--- src/hdl/wteh_pkg.sv ---
// Shared types, constants and helpers for the 802.11 to Ethernet header rewrite.
// No dependencies; every other file of the block imports this package.
`timescale 1ns / 1ps
`default_nettype none

package wteh_pkg;

    // Payload of one accepted input request.
    typedef struct packed {
        logic [7:0] in_byte;
        logic       in_last;
    } in_item_t;

    // Payload of one result request.
    typedef struct packed {
        logic [7:0] out_byte;
        logic       out_last;
        logic       status;
    } out_item_t;

    // Header geometry.
    localparam int HDR_BASE_LEN  = 24;
    localparam int HDR_WDS_LEN   = 30;
    localparam int QOS_LEN       = 2;
    localparam int LLC_LEN       = 6;
    localparam int MAC_LEN       = 6;
    localparam int PREFIX_LEN    = 2 * MAC_LEN;
    localparam int PREFIX_IDX_W  = $clog2(PREFIX_LEN + 1);
    localparam int POS_W         = 6;

    // Byte offsets of the four address fields.
    localparam int ADDR1_OFS = 4;
    localparam int ADDR2_OFS = 10;
    localparam int ADDR3_OFS = 16;
    localparam int ADDR4_OFS = 24;

    // Only header bytes from addr1 through the end of addr4 are ever read.
    localparam int HDR_LO = ADDR1_OFS;
    localparam int HDR_HI = ADDR4_OFS + MAC_LEN - 1;

    // Frame control subtype nibble that marks a QoS data frame.
    localparam logic [3:0] SUBTYPE_QOS = 4'h8;

    // ToDS / FromDS codes.
    localparam logic [1:0] DS_NONE = 2'd0;
    localparam logic [1:0] DS_TO   = 2'd1;
    localparam logic [1:0] DS_FROM = 2'd2;
    localparam logic [1:0] DS_WDS  = 2'd3;

    // Twelve address bytes, destination first.
    typedef logic [PREFIX_LEN-1:0][7:0] prefix_t;

    // Work handed from the front to the back.
    typedef enum logic [1:0] {
        CMD_DATA   = 2'd0,
        CMD_ERR    = 2'd1,
        CMD_PREFIX = 2'd2
    } cmd_kind_t;

    typedef struct packed {
        cmd_kind_t  kind;
        logic [7:0] data;
        logic       last;
        logic       with_byte;
    } cmd_t;

    typedef struct packed {
        logic enq;
        cmd_t cmd;
    } q_push_t;

    // Command queue depth.
    localparam int Q_DEPTH = 4;
    localparam int Q_PTR_W = $clog2(Q_DEPTH);
    localparam int Q_CNT_W = $clog2(Q_DEPTH + 1);

    // Bytes of header, QoS field and LLC/SNAP to drop before the payload.
    function automatic logic [POS_W-1:0] header_len(input logic [1:0] ds, input logic qos);
        logic [POS_W-1:0] h;
        h = (ds == DS_WDS) ? POS_W'(HDR_WDS_LEN) : POS_W'(HDR_BASE_LEN);
        if (qos)
        begin
            h = h + POS_W'(QOS_LEN);
        end
        return h + POS_W'(LLC_LEN);
    endfunction

endpackage

`default_nettype wire

--- src/hdl/wteh_front.sv ---
// Front end: accepts input bytes, buffers the MAC header and classifies each byte
// into a command for the back end. Depends on wteh_pkg.
`timescale 1ns / 1ps
`default_nettype none

module wteh_front (
    input  wire                  clk,
    input  wire                  rst_n,
    input  wire                  pass_through,
    input  wire                  push,
    input  wteh_pkg::in_item_t   push_item,
    output logic                 full,
    input  wire                  q_full,
    output wteh_pkg::q_push_t    q_push,
    output wteh_pkg::prefix_t    prefix,
    output logic                 busy,
    input  wire                  pf_done
);
    import wteh_pkg::*;

    logic [POS_W-1:0] pos_reg, pos_next;
    logic             in_payload_reg, in_payload_next;
    logic [1:0]       ds_reg;
    logic             qos_reg;
    logic             busy_reg, busy_next;
    logic [7:0]       hdr_reg [HDR_LO:HDR_HI];
    prefix_t          pf_reg;

    logic [POS_W-1:0] hlen;
    logic             at_prefix;
    logic             hdr_end;
    logic             accept;
    logic             hdr_wr;
    logic             set_busy;
    cmd_t             cmd;
    logic             enq;

    // Header length and the two positions that trigger the address prefix.
    // The length is only known once both frame control bytes of this frame are in.
    assign hlen      = header_len(ds_reg, qos_reg);
    assign at_prefix = !in_payload_reg && (pos_reg >= POS_W'(2)) && (pos_reg >= hlen);
    assign hdr_end   = !in_payload_reg && (pos_reg >= POS_W'(2))
                       && ((pos_reg + POS_W'(1)) == hlen);

    // Hold off a new prefix while the back end still reads the previous one.
    assign full   = q_full || (busy_reg && (at_prefix || hdr_end));
    assign accept = push && !full;

    // Classify the byte and update the frame position.
    always_comb
    begin
        cmd.kind        = CMD_DATA;
        cmd.data        = push_item.in_byte;
        cmd.last        = push_item.in_last;
        cmd.with_byte   = 1'b0;
        enq             = 1'b0;
        hdr_wr          = 1'b0;
        pos_next        = pos_reg;
        in_payload_next = in_payload_reg;
        if (accept)
        begin
            if (pass_through || in_payload_reg)
            begin
                enq = 1'b1;
                if (push_item.in_last)
                begin
                    pos_next        = '0;
                    in_payload_next = 1'b0;
                end
            end
            else if (at_prefix)
            begin
                enq           = 1'b1;
                cmd.kind      = CMD_PREFIX;
                cmd.with_byte = 1'b1;
                if (push_item.in_last)
                begin
                    pos_next = '0;
                end
                else
                begin
                    in_payload_next = 1'b1;
                end
            end
            else
            begin
                hdr_wr = 1'b1;
                if (push_item.in_last)
                begin
                    enq      = 1'b1;
                    cmd.kind = hdr_end ? CMD_PREFIX : CMD_ERR;
                    pos_next = '0;
                end
                else
                begin
                    pos_next = pos_reg + POS_W'(1);
                end
            end
        end
    end

    assign set_busy = enq && (cmd.kind == CMD_PREFIX);

    // The prefix buffer stays owned by the back end until it has read it out.
    always_comb
    begin
        busy_next = busy_reg;
        if (set_busy)
        begin
            busy_next = 1'b1;
        end
        else if (pf_done)
        begin
            busy_next = 1'b0;
        end
    end

    // Control state.
    always_ff @(posedge clk or negedge rst_n)
    begin
        if (!rst_n)
        begin
            pos_reg        <= '0;
            in_payload_reg <= 1'b0;
            busy_reg       <= 1'b0;
        end
        else
        begin
            pos_reg        <= pos_next;
            in_payload_reg <= in_payload_next;
            busy_reg       <= busy_next;
        end
    end

    // Header bytes and the two frame control fields that steer the rewrite.
    always_ff @(posedge clk)
    begin
        if (hdr_wr)
        begin
            if (pos_reg == POS_W'(0))
            begin
                qos_reg <= (push_item.in_byte[7:4] == SUBTYPE_QOS);
            end
            if (pos_reg == POS_W'(1))
            begin
                ds_reg <= push_item.in_byte[1:0];
            end
            if ((pos_reg >= POS_W'(HDR_LO)) && (pos_reg <= POS_W'(HDR_HI)))
            begin
                hdr_reg[pos_reg[4:0]] <= push_item.in_byte;
            end
        end
    end

    // Pick destination and source addresses by ToDS / FromDS.
    always_ff @(posedge clk)
    begin
        if (set_busy)
        begin
            for (int i = 0; i < MAC_LEN; i++)
            begin
                case (ds_reg)
                    DS_NONE:
                    begin
                        pf_reg[i]           <= hdr_reg[ADDR1_OFS + i];
                        pf_reg[MAC_LEN + i] <= hdr_reg[ADDR2_OFS + i];
                    end
                    DS_TO:
                    begin
                        pf_reg[i]           <= hdr_reg[ADDR3_OFS + i];
                        pf_reg[MAC_LEN + i] <= hdr_reg[ADDR2_OFS + i];
                    end
                    DS_FROM:
                    begin
                        pf_reg[i]           <= hdr_reg[ADDR1_OFS + i];
                        pf_reg[MAC_LEN + i] <= hdr_reg[ADDR3_OFS + i];
                    end
                    default:
                    begin
                        pf_reg[i]           <= hdr_reg[ADDR3_OFS + i];
                        pf_reg[MAC_LEN + i] <= hdr_reg[ADDR4_OFS + i];
                    end
                endcase
            end
        end
    end

    assign q_push.enq = enq;
    assign q_push.cmd = cmd;
    assign prefix     = pf_reg;
    assign busy       = busy_reg;

endmodule

`default_nettype wire

--- src/hdl/wteh_fifo.sv ---
// Short command queue between the front and back ends, held in flip-flops.
// Depends on wteh_pkg.
`timescale 1ns / 1ps
`default_nettype none

module wteh_fifo (
    input  wire                clk,
    input  wire                rst_n,
    input  wteh_pkg::q_push_t  q_push,
    input  wire                deq,
    output wteh_pkg::cmd_t     head,
    output logic               q_empty,
    output logic               q_full
);
    import wteh_pkg::*;

    cmd_t               mem_reg [Q_DEPTH];
    logic [Q_PTR_W-1:0] wr_ptr_reg, wr_ptr_next;
    logic [Q_PTR_W-1:0] rd_ptr_reg, rd_ptr_next;
    logic [Q_CNT_W-1:0] cnt_reg, cnt_next;
    logic               do_wr;
    logic               do_rd;

    assign q_empty = (cnt_reg == Q_CNT_W'(0));
    assign q_full  = (cnt_reg == Q_CNT_W'(Q_DEPTH));
    assign do_wr   = q_push.enq && !q_full;
    assign do_rd   = deq && !q_empty;
    assign head    = mem_reg[rd_ptr_reg];

    // Pointer and fill count update.
    always_comb
    begin
        wr_ptr_next = wr_ptr_reg;
        rd_ptr_next = rd_ptr_reg;
        cnt_next    = cnt_reg;
        if (do_wr)
        begin
            wr_ptr_next = (wr_ptr_reg == Q_PTR_W'(Q_DEPTH - 1)) ? '0
                                                                : wr_ptr_reg + Q_PTR_W'(1);
        end
        if (do_rd)
        begin
            rd_ptr_next = (rd_ptr_reg == Q_PTR_W'(Q_DEPTH - 1)) ? '0
                                                                : rd_ptr_reg + Q_PTR_W'(1);
        end
        if (do_wr && !do_rd)
        begin
            cnt_next = cnt_reg + Q_CNT_W'(1);
        end
        else if (do_rd && !do_wr)
        begin
            cnt_next = cnt_reg - Q_CNT_W'(1);
        end
    end

    always_ff @(posedge clk or negedge rst_n)
    begin
        if (!rst_n)
        begin
            wr_ptr_reg <= '0;
            rd_ptr_reg <= '0;
            cnt_reg    <= '0;
        end
        else
        begin
            wr_ptr_reg <= wr_ptr_next;
            rd_ptr_reg <= rd_ptr_next;
            cnt_reg    <= cnt_next;
        end
    end

    // Queue storage.
    always_ff @(posedge clk)
    begin
        if (do_wr)
        begin
            mem_reg[wr_ptr_reg] <= q_push.cmd;
        end
    end

endmodule

`default_nettype wire

--- src/hdl/wteh_back.sv ---
// Back end: carries out queued commands, expanding a prefix command into twelve
// address bytes, and holds the result in an output register. Depends on wteh_pkg.
`timescale 1ns / 1ps
`default_nettype none

module wteh_back (
    input  wire                 clk,
    input  wire                 rst_n,
    input  wteh_pkg::cmd_t      head,
    input  wire                 q_empty,
    output logic                deq,
    input  wteh_pkg::prefix_t   prefix,
    output logic                pf_done,
    input  wire                 pop,
    output logic                empty,
    output wteh_pkg::out_item_t pop_item
);
    import wteh_pkg::*;

    logic                    out_valid_reg, out_valid_next;
    out_item_t               out_reg;
    out_item_t               res;
    logic [PREFIX_IDX_W-1:0] cnt_reg, cnt_next;
    logic                    load;
    logic                    produce;

    // A new result may enter when the output register is free or being taken.
    assign load    = !out_valid_reg || pop;
    assign produce = !q_empty && load;

    // Expand the command at the head of the queue.
    always_comb
    begin
        res      = '0;
        deq      = 1'b0;
        pf_done  = 1'b0;
        cnt_next = cnt_reg;
        if (produce)
        begin
            case (head.kind)
                CMD_DATA:
                begin
                    res.out_byte = head.data;
                    res.out_last = head.last;
                    deq          = 1'b1;
                end
                CMD_ERR:
                begin
                    res.out_last = 1'b1;
                    res.status   = 1'b1;
                    deq          = 1'b1;
                end
                CMD_PREFIX:
                begin
                    if (cnt_reg == PREFIX_IDX_W'(PREFIX_LEN))
                    begin
                        // The first payload byte follows the addresses.
                        res.out_byte = head.data;
                        res.out_last = head.last;
                        deq          = 1'b1;
                        cnt_next     = '0;
                    end
                    else
                    begin
                        res.out_byte = prefix[cnt_reg];
                        if (cnt_reg == PREFIX_IDX_W'(PREFIX_LEN - 1))
                        begin
                            pf_done = 1'b1;
                            if (head.with_byte)
                            begin
                                cnt_next = cnt_reg + PREFIX_IDX_W'(1);
                            end
                            else
                            begin
                                // Empty payload: the frame ends on the source address.
                                res.out_last = 1'b1;
                                deq          = 1'b1;
                                cnt_next     = '0;
                            end
                        end
                        else
                        begin
                            cnt_next = cnt_reg + PREFIX_IDX_W'(1);
                        end
                    end
                end
                default:
                begin
                    deq = 1'b1;
                end
            endcase
        end
    end

    // Output register valid flag.
    always_comb
    begin
        out_valid_next = out_valid_reg;
        if (produce)
        begin
            out_valid_next = 1'b1;
        end
        else if (pop)
        begin
            out_valid_next = 1'b0;
        end
    end

    always_ff @(posedge clk or negedge rst_n)
    begin
        if (!rst_n)
        begin
            out_valid_reg <= 1'b0;
            cnt_reg       <= '0;
        end
        else
        begin
            out_valid_reg <= out_valid_next;
            cnt_reg       <= cnt_next;
        end
    end

    // Result payload.
    always_ff @(posedge clk)
    begin
        if (produce)
        begin
            out_reg <= res;
        end
    end

    assign empty    = !out_valid_reg;
    assign pop_item = out_reg;

endmodule

`default_nettype wire

--- src/hdl/wifi_to_ethernet_header_rewrite.sv ---
// 802.11 to Ethernet header rewrite, top level: front end, command queue and back end.
// Depends on wteh_pkg, wteh_front, wteh_fifo and wteh_back.
//
// Usage:
//   Input bytes of an 802.11 frame are pushed with push / full, frame control first,
//   in_last on the final byte. Results are read with empty / pop; each carries one
//   output byte, its last flag and a status bit (1 marks a frame too short to hold
//   its header and LLC/SNAP, given as a single zero byte with last set).
//   cfg_we / cfg_wdata write the pass-through mode bit; write it only while idle.
//   Header bytes give no results; the first payload byte gives the 12 address bytes
//   followed by itself, and later payload bytes give one result each.
//   An accepted byte passes through the command queue into the output register.
//   Throughput: one byte per cycle while full is low; a prefix holds the queue head for
//   its twelve address bytes and the byte after them, so with the reader always ready
//   the input stalls after the first payload byte; the backlog drains in the next frame's silent header.
//   A 4-entry command queue and the output register decouple the two sides; while
//   the reader stalls the queue fills and full rises. A new prefix also waits until
//   the back end has read the previous one out of the prefix buffer.
//   Reset clears the frame position, the queue and the output register, and selects
//   conversion mode; no clearing pass is needed.
`timescale 1ns / 1ps
`default_nettype none

module wifi_to_ethernet_header_rewrite (
    input  wire                  clk,
    input  wire                  rst_n,
    input  wire                  cfg_we,
    input  wire                  cfg_wdata,
    input  wire                  push,
    input  wteh_pkg::in_item_t   push_item,
    output logic                 full,
    input  wire                  pop,
    output logic                 empty,
    output wteh_pkg::out_item_t  pop_item
);
    import wteh_pkg::*;

    logic    pass_through_reg;
    q_push_t q_push;
    cmd_t    head;
    logic    q_empty;
    logic    q_full;
    logic    deq;
    prefix_t prefix;
    logic    front_busy;
    logic    pf_done;

    // Mode register.
    always_ff @(posedge clk or negedge rst_n)
    begin
        if (!rst_n)
        begin
            pass_through_reg <= 1'b0;
        end
        else if (cfg_we)
        begin
            pass_through_reg <= cfg_wdata;
        end
    end

    wteh_front u_front (
        .clk          (clk),
        .rst_n        (rst_n),
        .pass_through (pass_through_reg),
        .push         (push),
        .push_item    (push_item),
        .full         (full),
        .q_full       (q_full),
        .q_push       (q_push),
        .prefix       (prefix),
        .busy         (front_busy),
        .pf_done      (pf_done)
    );

    wteh_fifo u_fifo (
        .clk     (clk),
        .rst_n   (rst_n),
        .q_push  (q_push),
        .deq     (deq),
        .head    (head),
        .q_empty (q_empty),
        .q_full  (q_full)
    );

    wteh_back u_back (
        .clk      (clk),
        .rst_n    (rst_n),
        .head     (head),
        .q_empty  (q_empty),
        .deq      (deq),
        .prefix   (prefix),
        .pf_done  (pf_done),
        .pop      (pop),
        .empty    (empty),
        .pop_item (pop_item)
    );

`ifndef SYNTHESIS
    // The front end never issues a command into a full queue.
    assert property (@(posedge clk) disable iff (!rst_n) q_push.enq |-> !q_full)
        else $error("command issued into a full queue");

    // The back end only finishes a prefix that the front end has handed over.
    assert property (@(posedge clk) disable iff (!rst_n) pf_done |-> front_busy)
        else $error("prefix read out while the buffer is not owned");

    // An error result is a lone zero byte that ends the frame.
    assert property (@(posedge clk) disable iff (!rst_n)
        (!empty && pop_item.status) |-> (pop_item.out_last && (pop_item.out_byte == 8'd0)))
        else $error("malformed error result");

    // A new prefix is never accepted while the old one is still being read.
    assert property (@(posedge clk) disable iff (!rst_n)
        (front_busy && !pf_done) |=> !($rose(front_busy)))
        else $error("prefix buffer overwritten");
`endif

endmodule

`default_nettype wire

--- config.mk ---
export PLATFORM = sky130hd
export DESIGN_NAME = wifi_to_ethernet_header_rewrite
export DESIGN_NICKNAME = d
export VERILOG_FILES = /design/src/hdl/wteh_pkg.sv /design/src/hdl/wteh_front.sv /design/src/hdl/wteh_fifo.sv /design/src/hdl/wteh_back.sv /design/src/hdl/wifi_to_ethernet_header_rewrite.sv
export SDC_FILE = /design/constraint.sdc
export NUM_CORES = 1
export LEC_CHECK = 0
export ABC_CLOCK_PERIOD_IN_PS = 8950
export CORE_UTILIZATION = 58
export CTS_CLUSTER_SIZE = 30
export DETAILED_ROUTE_END_ITERATION = 6
export DONT_BUFFER_PORTS = 1
export PLACE_DENSITY = 0.73
export SLEW_MARGIN = 5
export SYNTH_ARGS = -nofsm -noshare
export SYNTH_HDL_FRONTEND = slang
export SYNTH_SLANG_ARGS = --single-unit
--- constraint.sdc ---
create_clock -name clk -period 8.95 [get_ports clk]
set_input_delay 1.3425 -clock clk [delete_from_list [all_inputs] [get_ports clk]]
set_output_delay 1.3425 -clock clk [all_outputs]
set_load 0.005 [all_outputs]
==> qor.yml <==
status: "complete, no violations"
numCtsBuffers: 37
initial_core_util_pct: 59.5
area.growth.synth_to_final_pct: 9.72
worstHoldPathType: "in -> async"
drive_gt1_share_pct: 17.6
relSlewSlack_pct: 15.2
finalSetupViolCount: 0
cap_viol_max_count: 0
worstPathMaxFanout: 10
worstPathArrival_ns: 4.71
die_h_um: 163
setup-tns-final_ns: 0
yosysWarnings: 0
regToRegStartpoint: "u_front.ds_reg[0]$_DFFE_PP_"
drt-total-wl_um: 31900
skew_ns: 0.0139
synth-seq-cells: 370
endpoint_kind: "flip-flop"
gp_congestion: 0.875
n_antenna_cell: 0
fill_cells: 1701
fin_area_mm2: 0.0166
reg2reg_to: "u_front.hdr_reg[6][1]$_DFFE_PP_"
grt_pass1_vias: 7849
cts_hold_buf: 0
multi_input_area_mm2: 0.00384
fp.dieW_um: 163
grt_overflow: 0
hold_violations: 0
ff2ff_path_depth: 11
max_freq_mhz: 219
drc: 0
drt_iter0_markers: 986
wire_per_inst_um: 25.6
grt_first_pass_wirelength_um: 48300
layout.nets: 924
startpoint: "u_front.ds_reg[0]$_DFFE_PP_"
placed_cell_area_mm2: 0.0154
crit_type: "reg -> reg"
htreeDepth: 2
synth_area_per_cell_um2: 17.1
mostFrequentLayoutCells: "edfxtp_1, nor2_1, mux2i_1"
root_buffer: "clkbuf_16"
drv_slew: 0
vias_per_cell: 6.18
clock-sinks: 370
yosysSeqAreaShare_pct: 72.8
rows: 58
final_common_cell: "edfxtp_1"
synth_nets: 921
r2r_setup_slack_ns: 4.39
largest_reg_flops: 192
clk_pin_slew_ns: 0.06
io_pins: 27
seqCellArea_mm2: 0.0110
cts_tree: "yes"
clk_latency_ns: 0.52
ctsResizeCount: 0
vdd_drop_max_uv: 161
netlist_area_mm2: 0.0151
port_buffers: 0
die_area_mm2: 0.0267
postSynthCellCount: 884
leakage_uw: 0.00556
power.density_mw_per_mm2: 267
worstSetupEndpoint: "u_front.hdr_reg[6][1]$_DFFE_PP_"
ant_nets: 0
worst-slew-pin-transition_ns: 1.27
rsz0062_at_grt: "false"
crit_required_ns: 9.10
holdWs_ns: 0.514
synth.distinct_cells: 55
dr.pass1.iters: 5
period_needed_ns: 4.56
track_usage_pct: 25.3
hpwl_um: 20700
fin_crit_sh_pct: 50.9
via_count: 7703
antenna_found_initial: 0
clk_path_buf_depth: 3
post_cts_buffers: 0
coreArea_mm2: 0.0254
critPathLaunchType: "flip-flop"
grt_max_degree: 97
-- worst min path at each step --
stage	end	slack (ns)
3_5_place_dp	u_fifo.cnt_reg[2]$_DFFE_PN0P_	0.51
6_report	u_front.pos_reg[5]$_DFFE_PN0N_	0.51
4_1_cts	u_front.pos_reg[5]$_DFFE_PN0N_	0.50
2_1_floorplan	u_fifo.cnt_reg[2]$_DFFE_PN0P_	0.46
5_1_grt	u_front.pos_reg[5]$_DFFE_PN0N_	0.50
3_3_place_gp	u_fifo.cnt_reg[2]$_DFFE_PN0P_	0.48
-- cells by family after synthesis --
logic type | after synthesis | synth area share (%)
fa+ha+maj | 22 | 1.87
buf+inv | 68 | 1.81
compound gates | 98 | 4.06
flops | 370 | 72.8
simple gates | 162 | 5.25
mux | 155 | 13.7
xor+xnor | 9 | 0.521
-- cell type report --
cell class / instances / share of cell area [%]
flip-flops and latches: 370 / 66.4
well taps: 330 / 2.49
multi-input cells: 446 / 23.2
clock inverters: 14 / 0.868
repair buffers: 4 / 0.181
inverters: 28 / 0.634
clock buffers: 54 / 6.28
-- where the power goes --
part / switching [uW] / internal (uW) / total, uW
clock: 603 / 897 / 1500
combinational: 376 / 355 / 731
sequential: 176 / 2020 / 2190
-- worst max-delay path: stages (launching register included) --
cell and delay, ns:
edfxtp_1 0.65, nand2_1 0.21, ha_1 0.30, inv_1 0.16, ha_1 0.28, a21oi_1 0.14
a21boi_0 0.13, o31a_4 0.38, or4_4 0.53, a31oi_4 0.46, nand3_2 0.34, nor2_1 0.62
-- metrics by stage --
step | power, uW | setup WS, ns | utilization [%] | cells
2_1_floorplan | 2740 | 1.73 | - | 884
3_3_place_gp | 2910 | 4.65 | 60.6 | 1178
3_5_place_dp | 2950 | 4.49 | 60.6 | 1178
4_1_cts | 4450 | 4.45 | 65.3 | 1246
5_1_grt | 4590 | 4.26 | 65.3 | 1246
6_report | 4430 | 4.39 | 65.3 | 1246
-- per-layer routing --
| layer | GRT usage, % | share of wire [%] | vias up |
|---|---|---|---|
| li1 | - | - | 3415 |
| met1 | 34.1 | 41 | 3876 |
| met2 | 42.1 | 50 | 356 |
| met5 | 0 | 0 | - |
| met4 | 8.75 | 2.7 | 0 |
| met3 | 3.96 | 6.6 | 56 |
-- cells in the mapped netlist, drive strengths merged --
master  count  area (um2)
edfxtp    349       10500
nor2       90         338
mux2i      65         651
a21oi      55         279
mux2       54         608
mux4       36         811
inv        28         105
clkbuf     25        93.8
dfrtp      21         526
ha         21         263
buf        15        75.1
nand2      15        58.8
nand3      15         110
o22ai      13        81.3
o21ai      12        60.1
nor3       10        60.1
nand2b      6        37.5
and2        5        31.3
xnor2       5        43.8
and3        4        25.0
nor2b       4        25.0
or3         4        25.0
xor2        4        35.0
a31oi       3        33.8
nand4       3        18.8
a211oi      2        32.5
a21boi      2        15.0
nor4b       2        17.5
o221ai      2        23.8
or4         2        18.8
a21bo       1        10.0
a21o        1        7.51
a221oi      1        8.76
fa          1        20.0
nor4        1        21.3
o211ai      1        7.51
o21a        1        7.51
o311a       1        10.0
o31a        1        17.5
o31ai       1        7.51
o41a        1        11.3
or2         1        6.26
No activity file was read; power rests on OpenSTA's default activity.
